## src/design/dhcp_replay_rate_detector_assert.svh

```systemverilog
// ----------------------------------------------------------------------------
// DHCP replay rate detector assertion macros
// Shared property forms for the detector checks.
// ----------------------------------------------------------------------------
`ifndef DHCP_REPLAY_RATE_DETECTOR_ASSERT_SVH
`define DHCP_REPLAY_RATE_DETECTOR_ASSERT_SVH

// same-cycle implication
`define DRRD_ASSERT_NOW(name, ante, cons) \
  name: assert property (@(posedge clk_i) disable iff (!rst_ni) (ante) |-> (cons)) \
    else $error("drrd check failed");

// next-cycle implication
`define DRRD_ASSERT_NEXT(name, ante, cons) \
  name: assert property (@(posedge clk_i) disable iff (!rst_ni) (ante) |=> (cons)) \
    else $error("drrd check failed");

`endif

```

## src/design/drrd_pkg.sv

```systemverilog
// ----------------------------------------------------------------------------
// DHCP replay rate detector package
// Entry type, outcome codes, register indexes and reset values.
// ----------------------------------------------------------------------------
package drrd_pkg;

  typedef struct packed {
    logic        valid;
    logic [31:0] xid;
    logic [47:0] mac;
    logic [31:0] last;
    logic [7:0]  cnt;
  } entry_t;

  localparam logic [1:0] OUT_UPDATED  = 2'd0;
  localparam logic [1:0] OUT_INSERTED = 2'd1;
  localparam logic [1:0] OUT_DROPPED  = 2'd2;

  localparam logic [1:0] REG_WINDOW    = 2'd0;
  localparam logic [1:0] REG_THRESHOLD = 2'd1;
  localparam logic [1:0] REG_EXPIRY    = 2'd2;

  localparam logic [15:0] WINDOW_RESET    = 16'd1;
  localparam logic [7:0]  THRESHOLD_RESET = 8'd3;
  localparam logic [15:0] EXPIRY_RESET    = 16'd300;

endpackage

```

## src/design/drrd_cell.sv

```systemverilog
// ----------------------------------------------------------------------------
// DHCP replay rate detector table cell
// One table entry; takes its neighbor's entry on every shift.
// ----------------------------------------------------------------------------
module drrd_cell import drrd_pkg::*; (
  input  logic   clk_i,
  input  logic   rst_ni,
  input  logic   shift_i,
  input  entry_t entry_i,
  output entry_t entry_o
);

  logic        valid_q;
  logic [31:0] xid_q;
  logic [47:0] mac_q;
  logic [31:0] last_q;
  logic [7:0]  cnt_q;

  always_ff @(posedge clk_i or negedge rst_ni) begin
    if (!rst_ni) begin
      valid_q <= 1'b0;
    end else if (shift_i) begin
      valid_q <= entry_i.valid;
    end
  end

  always_ff @(posedge clk_i) begin
    if (shift_i) begin
      xid_q  <= entry_i.xid;
      mac_q  <= entry_i.mac;
      last_q <= entry_i.last;
      cnt_q  <= entry_i.cnt;
    end
  end

  assign entry_o = '{valid: valid_q, xid: xid_q, mac: mac_q, last: last_q, cnt: cnt_q};

endmodule
```

## config.mk

```make
export PLATFORM = sky130hd
export DESIGN_NAME = drrd_cell
export DESIGN_NICKNAME = d
export VERILOG_FILES = /design/src/design/dhcp_replay_rate_detector_assert.svh /design/src/design/drrd_pkg.sv /design/src/design/drrd_cell.sv
export SDC_FILE = /design/constraint.sdc
export NUM_CORES = 1
export LEC_CHECK = 0
export BUFFER_PORTS_ARGS = -buffer_cell sky130_fd_sc_hd__buf_2
export CAP_MARGIN = 0
export CORE_UTILIZATION = 25
export CTS_CLUSTER_SIZE = 25
export DETAILED_ROUTE_END_ITERATION = 6
export GPL_TIMING_DRIVEN = 0
export MAX_ROUTING_LAYER = met4
export SYNTH_ARGS = -nofsm -noshare
export SYNTH_HDL_FRONTEND = slang
export SYNTH_SLANG_ARGS = --single-unit
```

## constraint.sdc

```tcl
create_clock -name clk_i -period 2.4 [get_ports clk_i]
set_clock_uncertainty 0.2 [all_clocks]
set_input_delay 0.48 -clock clk_i [delete_from_list [all_inputs] [get_ports clk_i]]
set_output_delay 0.48 -clock clk_i [all_outputs]
set_load 0.01 [all_outputs]
```

# [Word level (Yosys, flattened, before mapping)]
# Cells that the tools add are included.
[word_totals] regBits=121 in_bits=124 out_inout_bits=121 wordCells=5

# [Depth between registers and ports, before layout]
# Gate-level depths: netlist of the first run.
[logic_depth] word_depth=0 depth_mapped=1 ltp_nobuf=1

# [Worst setup path before layout of the first run]
# OpenSTA, ideal clock, no wires.
[synth_path] path_kind="register to output" from="register valid_q" to="output port entry_o[120] in the netlist's numbering" arrival_ns=0.485 required_ns=1.720 slack_ns=1.235 path_stages_with_launch=2 path_buffers=1 path_cell_list="dfrtp_1 -> buf_4"
[synth_lines] item="start: declaration" line="drrd_cell.sv:13" text="logic valid_q;"
[synth_lines] item="start signal: assignment" line="drrd_cell.sv:23" text="valid_q <= entry_i.valid;"
[synth_lines] item="end: declaration" line="drrd_cell.sv:10" text="output entry_t entry_o"
# No word-level cell between the ends.

# [Worst setup path in the final report of the first run]
[layout_path] from="register valid_q" to="output port entry_o[120] in the netlist's numbering"
# No word-level cell between the ends.

==> results of run 1 <==
sequential cells by signal (all words and copies together) (netlist names):
name / flops
mac_q: 48
valid_q: 1
last_q: 32
cnt_q: 8
xid_q: 32
final timing paths:
path	endpoint	depth (start not counted)	slack [ns]	from
worst max-delay path	entry_o[120]	2	0.68	valid_q
worst min-delay path	last_q[29]	1	0.05	entry_i[37]
worst max register to register	valid_q	1	1.44	valid_q
worst min register to register	valid_q	1	0.33	valid_q
max in group asynchronous	valid_q	2	1.74	rst_ni
min in group asynchronous	valid_q	2	0.18	rst_ni
worst max-delay path, cell delays in order (launching register included):
cell and delay, ns:
dfrtp_1 0.38, buf_4 0.13, buf_2 0.12
metal layers:
layer  vias up  wire (um)
met1      1034       3290
met2       159       4000
met4         0        121
met5         -          0
li1       1034          -
met3         8        788
report_power, final:
| group | total (mW) | switching (mW) | internal, mW |
|---|---|---|---|
| Clock | 2.38 | 0.880 | 1.50 |
| Sequential | 2.55 | 0.0404 | 2.51 |
| Combinational | 0.400 | 0.216 | 0.184 |
through the flow:
stage                     power [mW]  setup TNS, ns
after detailed placement        3.00              0
after global routing            5.57              0
final                           5.34              0
after floorplan                 2.70              0
after CTS                       5.43              0
after global placement          2.99         -71.55
cell type report:
cell class / count / area [um2] / share of cell area, %
tap: 180 / 225 / 3.95
multi-input combinational: 1 / 15.0 / 0.264
sequential: 121 / 3630 / 63.7
buffer: 1 / 7.51 / 0.132
clock inverter: 15 / 135 / 2.37
timing repair buffer: 246 / 1260 / 22.1
clock buffer: 17 / 425 / 7.47
Yosys cell counts (all sizes together):
library cell / number
mux2: 1
dfrtp: 1
edfxtp: 120
buf: 1
kinds of logic after synthesis:
group / after synthesis
flops: 121
mux: 1
buf+inv: 1
what timing repair did:
| action | in CTS | in global routing |
|---|---|---|
| hold endpoints to repair | 1 | 0 |
| setup endpoints to repair | 0 | 0 |
| hold buffers | 1 | 0 |
==> results.toml, run 1 <==
[global_route]
gr-usage-met3_pct = 4.79
gr-usage-met2_pct = 16.7
grt_pass1_wl_um = 11000
antenna_found_initial = 0
gr-usage-all-layers_pct = 10.9
grt_pass1_vias = 2220
grt_max_degree = 63
use_met1_pct = 11.5
busiest_layer = "met2"
grt_overflow = 0

[yosys]
synth_mux_area_share_pct = 0.411
yosys.area.top_type = "edfxtp_1"
avgSynthCellArea_um2 = 29.7
syn-instance-count = 123
synth_nets = 247
synth_top_family_by_area = "multiplexers"
synth-seq-cells = 121
synth_xor_area_share_pct = 0
synth-simple-area-share_pct = 0
ys_types = 4
synthTopCellsByArea = "edfxtp_1 (99%), dfrtp_1 (0.69%), mux2_4 (0.41%)"
synth_top_area_share_pct = 98.7
synth_area_um2 = 3650
yosysSeqAreaShare_pct = 99.4
synth_compound_area_share_pct = 0
yosys.area_share.adder_pct = 0
ys_warn_count = 0

[place]
pre_cts_slack_ns = 0.362
dp.final_hpwl_um = 6070
dpl_cell_area_um2 = 5130
finalWeightedCongestion = 0.740
place_inst = 548
io_buffers = 244

[setup_path]
crit_fanout = 2
critical_path.startpoint_type = "register"
crit_type = "register to primary output"
arrival_ns = 1.04
end_kind = "primary output"
crit_required_ns = 1.72

[floorplan]
ioPinCount = 245
die_x_um = 123
std_cell_rows = 43
die_h_um = 123
dieArea_um2 = 15100
initial_core_util_pct = 26.0
core-area_um2 = 14000

[routing]
wl_um = 8200
wl_per_cell_um = 14.1
dr.first_iter.drc_count = 87
drtAntennaViolNets = 0
via_per_inst = 3.85
dr.pass1.iters = 6
num_vias = 2235
post-route-drc-count = 0

[layout]
drive_above_1_share_pct = 68.8
final_cells = 581
n_antenna_cell = 0
layout_common_cells = "buf_2 (243), edfxtp_1 (120), clkbuf_16 (17), clkinv_2 (5), clkinvlp_4 (4)"
design_area_um2 = 5700
final_net_count = 512
fin_util_pct = 40.6
fill_cells = 1317
syn_to_final_growth_pct = 56.1
final_common_cell = "buf_2"

[sta]
drv_slew = 0
final-setup-viol-count = 0
slew_headroom_pct = 47.8
fin_ws_ns = 0.681
finalHoldViolations = 0
holdWs_ns = 0.0464
rsz0062_at_grt = "false"
fmax_mhz = 582
min_period_ns = 1.72
period_share_pct = 71.6
worst_slew_pin_slew_ns = 0.783

[min_path]
hold_path.class = "primary input to register"

[clocking]
clkTransAtPathRegs_ns = 0.05
clk_latency_ns = 0.40
htree_levels = 4
cts-root-buf = "clkbuf_16"
cts_tree = "done"
postCtsSetupBuffers = 0
cts.path.max_buffers = 2
cts.sinks = 121
postCtsResizedCells = 0
cts_buffers = 17

[run_status]
status = "finished clean"

[power]
powerDensity_nw_per_um2 = 937
peakVddDrop_uv = 460
p_leak_nw = 2.44

[run]
drv_cap = 0
No activity file was read; power rests on OpenSTA's default activity.
==> run 2, diff against run 1 <==
==> constraint.sdc (replaced) <==
create_clock -name clk_i -period 1.5 [get_ports clk_i]
set_clock_uncertainty 0.2 [all_clocks]
set_input_delay 0.3 -clock clk_i [delete_from_list [all_inputs] [get_ports clk_i]]
set_output_delay 0.3 -clock clk_i [all_outputs]
set_load 0.01 [all_outputs]
==> results.toml, run 2 <==
[run_status]
status = "stopped before the end"
lastStage = "4_1_cts"
stop_error = "[ERROR RSZ-0060] Max buffer count reached."

[yosys]
yosysMostFrequentCell = "edfxtp_1"
synth_top_family_by_area = "multiplexers"
ys_warn_count = 0
synth_ff_type = "edfxtp_1"
syn-instance-count = 123
ys_types = 4
synth-simple-area-share_pct = 0
synth_mux_area_share_pct = 0.411
synth_xor_area_share_pct = 0
yosys.area.top_type = "edfxtp_1"
yosys.area_share.adder_pct = 0
synth_nets = 247
synth-seq-cells = 121
synth_edf_count = 120
yosysSeqAreaShare_pct = 99.4
synth_top_area_share_pct = 98.7
avgSynthCellArea_um2 = 29.7
ys_top_cells_by_count = "edfxtp_1 (120), buf_4 (1), dfrtp_1 (1), mux2_4 (1)"
async_flop_share_pct = 0.826
synth_area_um2 = 3650
synthTopCellsByArea = "edfxtp_1 (99%), dfrtp_1 (0.69%), mux2_4 (0.41%)"
synth_compound_area_share_pct = 0

[clocking]
htree_levels = 4
hold_buffers = 117
cts.sinks = 121
postCtsResizedCells = 1
cts.path.max_buffers = 2
cts_buffers = 17
cts-root-buf = "clkbuf_16"
postCtsSetupBuffers = 1

[place]
finalWeightedCongestion = 0.740
dp.final_hpwl_um = 6070
io_buffers = 244

[floorplan]
die_x_um = 123
die_h_um = 123
std_cell_rows = 43
ioPinCount = 245
initial_core_util_pct = 26.0
==> run 2: cell counts after synthesis <==
No cell type changed its count.
==> run 2: logic make-up after synthesis <==
| group | count (synthesis) |
|---|---|
| flip-flops | 121 |
| multiplexers | 1 |
| buffers and inverters | 1 |
==> run 2: per-stage QoR <==
step	hold slack (ns)	std cells	area [um2]	worst slack [ns]	utilization [%]
after detailed placement	-0.125	548	5130	-0.358	36.5
after global placement	-0.125	547	5100	-1.35	36.3
after floorplan	-0.196	123	3650	0.515	-
==> run 3, diff against run 2 <==
--- a/config.mk
+++ b/config.mk
@@ -7,11 +7,10 @@
 export LEC_CHECK = 0
 export BUFFER_PORTS_ARGS = -buffer_cell sky130_fd_sc_hd__buf_2
 export CAP_MARGIN = 0
-export CORE_UTILIZATION = 25
-export CTS_CLUSTER_SIZE = 25
+export CORE_UTILIZATION = 20
 export DETAILED_ROUTE_END_ITERATION = 6
 export GPL_TIMING_DRIVEN = 0
-export MAX_ROUTING_LAYER = met4
+export PLACE_DENSITY_LB_ADDON = 0.15
 export SYNTH_ARGS = -nofsm -noshare
 export SYNTH_HDL_FRONTEND = slang
 export SYNTH_SLANG_ARGS = --single-unit
==> constraint.sdc (replaced) <==
create_clock -name clk_i -period 1.95 [get_ports clk_i]
set_clock_uncertainty 0.2 [all_clocks]
set_input_delay 0.39 -clock clk_i [delete_from_list [all_inputs] [get_ports clk_i]]
set_output_delay 0.39 -clock clk_i [all_outputs]
set_load 0.01 [all_outputs]
==> results.toml, run 3 (synthesis results as in run 1) <==
[sta]
holdWs_ns = 0.0872
slew_headroom_pct = 69.6
worst_slew_pin_slew_ns = 0.456
final-setup-viol-count = 0
finalHoldViolations = 0
rsz0062_at_grt = "false"
tns_ns = 0
fmax_mhz = 609
min_period_ns = 1.64
period_share_pct = 84.2
drv_slew = 0

[routing]
wl_um = 9880
wl_met3_um = 1170
via_per_inst = 3.57
wl_met2_um = 5040
drtAntennaViolNets = 0
wl_per_cell_um = 13.2
post-route-drc-count = 0
dr.first_iter.drc_count = 63
num_vias = 2678
wl_met1_um = 3530
dr.max_layer_used = "met4"
dr.pass1.iters = 4

[run]
drv_cap = 0

[setup_path]
crit_type = "register to primary output"
crit_chain = "buf_4 > buf_2"
crit_fanout = 2
end_kind = "primary output"
arrival_ns = 1.05
cp.buffers_inverters = 2
crit_required_ns = 1.36
critical_path.top_delay_family = "flip-flops"
critical_path.startpoint_type = "register"
slowest_stage = "dfrtp_1"
cpPeakStageDelay_ns = 0.38

[layout]
drive_above_1_share_pct = 53.1
fill_cells = 1695
syn_to_final_growth_pct = 92.2
n_antenna_cell = 0
multi_input_area_um2 = 15.0
fin_util_pct = 39.2
final_net_count = 633
largestRegisters = "mac_q (48), last_q (32), xid_q (32)"
regArea_um2 = 3630
final_cells = 751
layout_common_cells = "buf_2 (243), dlygate4sd3_1 (122), edfxtp_1 (120), clkbuf_16 (17), clkinv_4 (6)"
largest_reg_flops = 48
top_register = "mac_q"
final_common_cell = "buf_2"

[clocking]
cts.path.max_buffers = 2
cts_buffers = 17
postCtsSetupBuffers = 0
cts.sinks = 121
cts-root-buf = "clkbuf_16"
postCtsResizedCells = 0
cts_tree = "done"
clk_latency_ns = 0.40
clkTransAtPathRegs_ns = 0.06
htree_levels = 4

[global_route]
grt_max_degree = 89
grt_pass1_wl_um = 14400
grt_pass1_vias = 2918
antenna_found_initial = 0
grt_overflow = 0
gr-usage-all-layers_pct = 10.7

[place]
dp.final_hpwl_um = 6530
finalWeightedCongestion = 0.651
place_inst = 597
io_buffers = 244

[floorplan]
ioPinCount = 245
dieArea_um2 = 18800
die_h_um = 137
initial_core_util_pct = 20.4
std_cell_rows = 49
die_x_um = 137
core-area_um2 = 17900

[run_status]
status = "finished clean"

[power]
p_leak_nw = 2.98
peakVddDrop_uv = 809
power_mw = 7.01
powerDensity_nw_per_um2 = 999

[min_path]
hold_path.class = "primary input to async pin"
## run 3: stage by stage
step | worst slack, ns | area (um2)
5_1_grt | 0.262 | 7020
3_3_place_gp | -1.14 | 5160
4_1_cts | 0.285 | 7020
2_1_floorplan | 0.875 | 3650
3_5_place_dp | 0.166 | 5190
6_report | 0.308 | 7020
## run 3: metal layers
metal	vias up	global-route usage [%]
li1	1280	-
met1	1241	9.77
met2	148	18.5
met3	9	6.52
met4	0	5.31
met5	-	0
## run 3: worst paths after layout
| path | start | endpoint | slack, ns | cells past startpoint |
|---|---|---|---|---|
| max | valid_q | entry_o[120] | 0.31 | 2 |
| min | rst_ni | valid_q | 0.09 | 2 |
| max reg2reg | valid_q | valid_q | 0.99 | 1 |
| min reg2reg | valid_q | valid_q | 0.32 | 1 |
| max in group asynchronous | rst_ni | valid_q | 1.38 | 2 |
| min in group clk_i | shift_i | last_q[12] | 0.17 | 1 |
## run 3: cell type report
type / count / share of cell area (%)
sequential: 121 / 51.7
clock buffer: 19 / 6.17
buffer: 1 / 0.107
timing repair buffer: 367 / 35.3
tap: 229 / 4.08
clock inverter: 13 / 2.43
multi-input combinational: 1 / 0.214
## run 3: where the power goes
part / switching [mW] / leakage, nW / internal (mW)
sequential: 0.0475 / 1.19 / 3.09
clock: 1.15 / 0.296 / 2.02
combinational: 0.309 / 1.50 / 0.385
## run 3: what timing repair did
item	CTS	global route
endpoints found under the setup margin	0	0
hold buffers	122	0
hold endpoints to repair	122	0
==> run 4, diff against run 3 <==
--- a/config.mk
+++ b/config.mk
@@ -5,6 +5,7 @@
 export SDC_FILE = /design/constraint.sdc
 export NUM_CORES = 1
 export LEC_CHECK = 0
+export ABC_AREA = 1
 export BUFFER_PORTS_ARGS = -buffer_cell sky130_fd_sc_hd__buf_2
 export CAP_MARGIN = 0
 export CORE_UTILIZATION = 20
==> constraint.sdc (replaced) <==
create_clock -name clk_i -period 1.45 [get_ports clk_i]
set_clock_uncertainty 0.2 [all_clocks]
set_input_delay 0.29 -clock clk_i [delete_from_list [all_inputs] [get_ports clk_i]]
set_output_delay 0.29 -clock clk_i [all_outputs]
set_load 0.01 [all_outputs]
==> results.toml, run 4 <==
[routing]
via_per_inst = 3.62
post-route-drc-count = 0
dr.pass1.iters = 4
dr.first_iter.drc_count = 87
drtAntennaViolNets = 0
wl_um = 10100
num_vias = 2727
wl_per_cell_um = 13.4

[setup_path]
r2r_cells = 2
r2r_slack_ns = 0.63
crit_required_ns = 0.96
end_kind = "primary output"
crit_type = "register to primary output"
arrival_ns = 0.97
startpoint = "xid_q[13]"
critical_path.startpoint_type = "register"
slowest_stage = "edfxtp_1"
cp.buffers_inverters = 1
critical_path.top_delay_family = "flip-flops"
reg2reg_from = "valid_q"
crit_chain = "buf_2"
crit_fanout = 1
crit_end = "entry_o[101]"
cp.depth = 1
cpPeakStageDelay_ns = 0.40
r2r-end = "valid_q"

[clocking]
clkTransAtPathRegs_ns = 0.06
cts_tree = "done"
cts.path.max_buffers = 2
cts_buffers = 17
clk_latency_ns = 0.40
cts-root-buf = "clkbuf_16"
htree_levels = 4
cts.sinks = 121

[floorplan]
ioPinCount = 245
core-area_um2 = 17900
std_cell_rows = 49
die_h_um = 137
dieArea_um2 = 18800
initial_core_util_pct = 20.4
die_x_um = 137

[layout]
top_register = "mac_q"
fill_cells = 1695
syn_to_final_growth_pct = 91.7
largest_reg_flops = 48
drive_above_1_share_pct = 52.5
final_net_count = 635
layout_common_cells = "buf_2 (239), dlygate4sd3_1 (122), edfxtp_1 (120), clkbuf_16 (17), buf_6 (5)"
largestRegisters = "mac_q (48), last_q (32), xid_q (32)"
final_cells = 753
final_common_cell = "buf_2"
design_area_um2 = 7000
fin_util_pct = 39.1
n_antenna_cell = 0

[yosys]
synth_nets = 250
syn-instance-count = 126
yosysSeqAreaShare_pct = 99.4
ys_types = 5
synthTopCellsByArea = "edfxtp_1 (99%), dfrtp_1 (0.69%), nand2_1 (0.31%)"
yosys.area.top_type = "edfxtp_1"
yosysMostFrequentCell = "edfxtp_1"
synth_ff_type = "edfxtp_1"
ys_warn_count = 0
synth_edf_count = 120
async_flop_share_pct = 0.826
synth_area_um2 = 3650
synth-seq-cells = 121
ys_top_cells_by_count = "edfxtp_1 (120), nand2_1 (3), buf_4 (1), dfrtp_1 (1), inv_1 (1)"
synth_top_area_share_pct = 98.7
avgSynthCellArea_um2 = 29.0

[global_route]
grt_overflow = 0
grt_pass1_wl_um = 14600
grt_pass1_vias = 2981
antenna_found_initial = 0
grt_max_degree = 101
gr-usage-all-layers_pct = 10.8

[place]
io_buffers = 244
dp.final_hpwl_um = 6730
pre_cts_slack_ns = -0.142
dpl_cell_area_um2 = 5190
place_inst = 600
finalWeightedCongestion = 0.652

[power]
p_leak_nw = 2.97
powerDensity_nw_per_um2 = 1310
peakVddDrop_uv = 712
power_mw = 9.17

[sta]
slew_headroom_pct = 66.2
drv_slew = 0
tns_ns = -0.00535
fmax_mhz = 687
finalHoldViolations = 0
min_period_ns = 1.46
holdWs_ns = 0.0190
worst_slew_pin_slew_ns = 0.508
period_share_pct = 100
fin_ws_ns = -0.00535
rsz0062_at_grt = "true"
final-setup-viol-count = 1

[run]
drv_cap = 0

[min_path]
hold_path.class = "primary input to async pin"

[run_status]
status = "complete, but fails checks"
violations = "setup timing"
## run 4: report_power, final
| part | switching, mW | leakage [nW] | internal (mW) |
|---|---|---|---|
| logic | 0.420 | 1.51 | 0.522 |
| registers | 0.0651 | 1.19 | 4.16 |
| clock network | 1.62 | 0.274 | 2.39 |
## run 4: cells by family after synthesis
kind of cell	count (synthesis)	synth area share (%)
buf+inv	2	0.308
flops	121	99.4
simple gates	3	0.308
## run 4: timing repair
| item | CTS | global route |
|---|---|---|
| setup buffers | 0 | 0 |
| hold buffers | 122 | 0 |
| resized for setup | 1 | 3 |
| hold endpoints to repair | 122 | 0 |
| endpoints found under the setup margin | 6 | 78 |
## run 4: how the worst min path moves through the flow
stage,end,slack [ns]
floorplan,valid_q,-0.21
global placement,valid_q,-0.13
detailed placement,valid_q,-0.13
CTS,valid_q,0.005
global route,valid_q,0.0007
finish,valid_q,0.02
## run 4: routing by layer
| metal | vias to the layer above | wire length (um) | GRT usage [%] |
|---|---|---|---|
| met5 | - | 0 | 0 |
| met4 | 0 | 164 | 5.13 |
| met3 | 12 | 1010 | 6.30 |
| met2 | 131 | 5360 | 17.9 |
| met1 | 1302 | 3530 | 10.7 |
| li1 | 1282 | - | - |
## run 4: final cells by class
| type | count | area (um2) | area share (%) |
|---|---|---|---|
| repair buffers | 367 | 2500 | 35.7 |
| clock buffers | 17 | 425 | 6.08 |
| inverters | 1 | 3.75 | 0.0536 |
| multi-input cells | 3 | 11.3 | 0.161 |
| flip-flops and latches | 121 | 3630 | 51.9 |
| well taps | 229 | 287 | 4.09 |
| clock inverters | 15 | 141 | 2.02 |
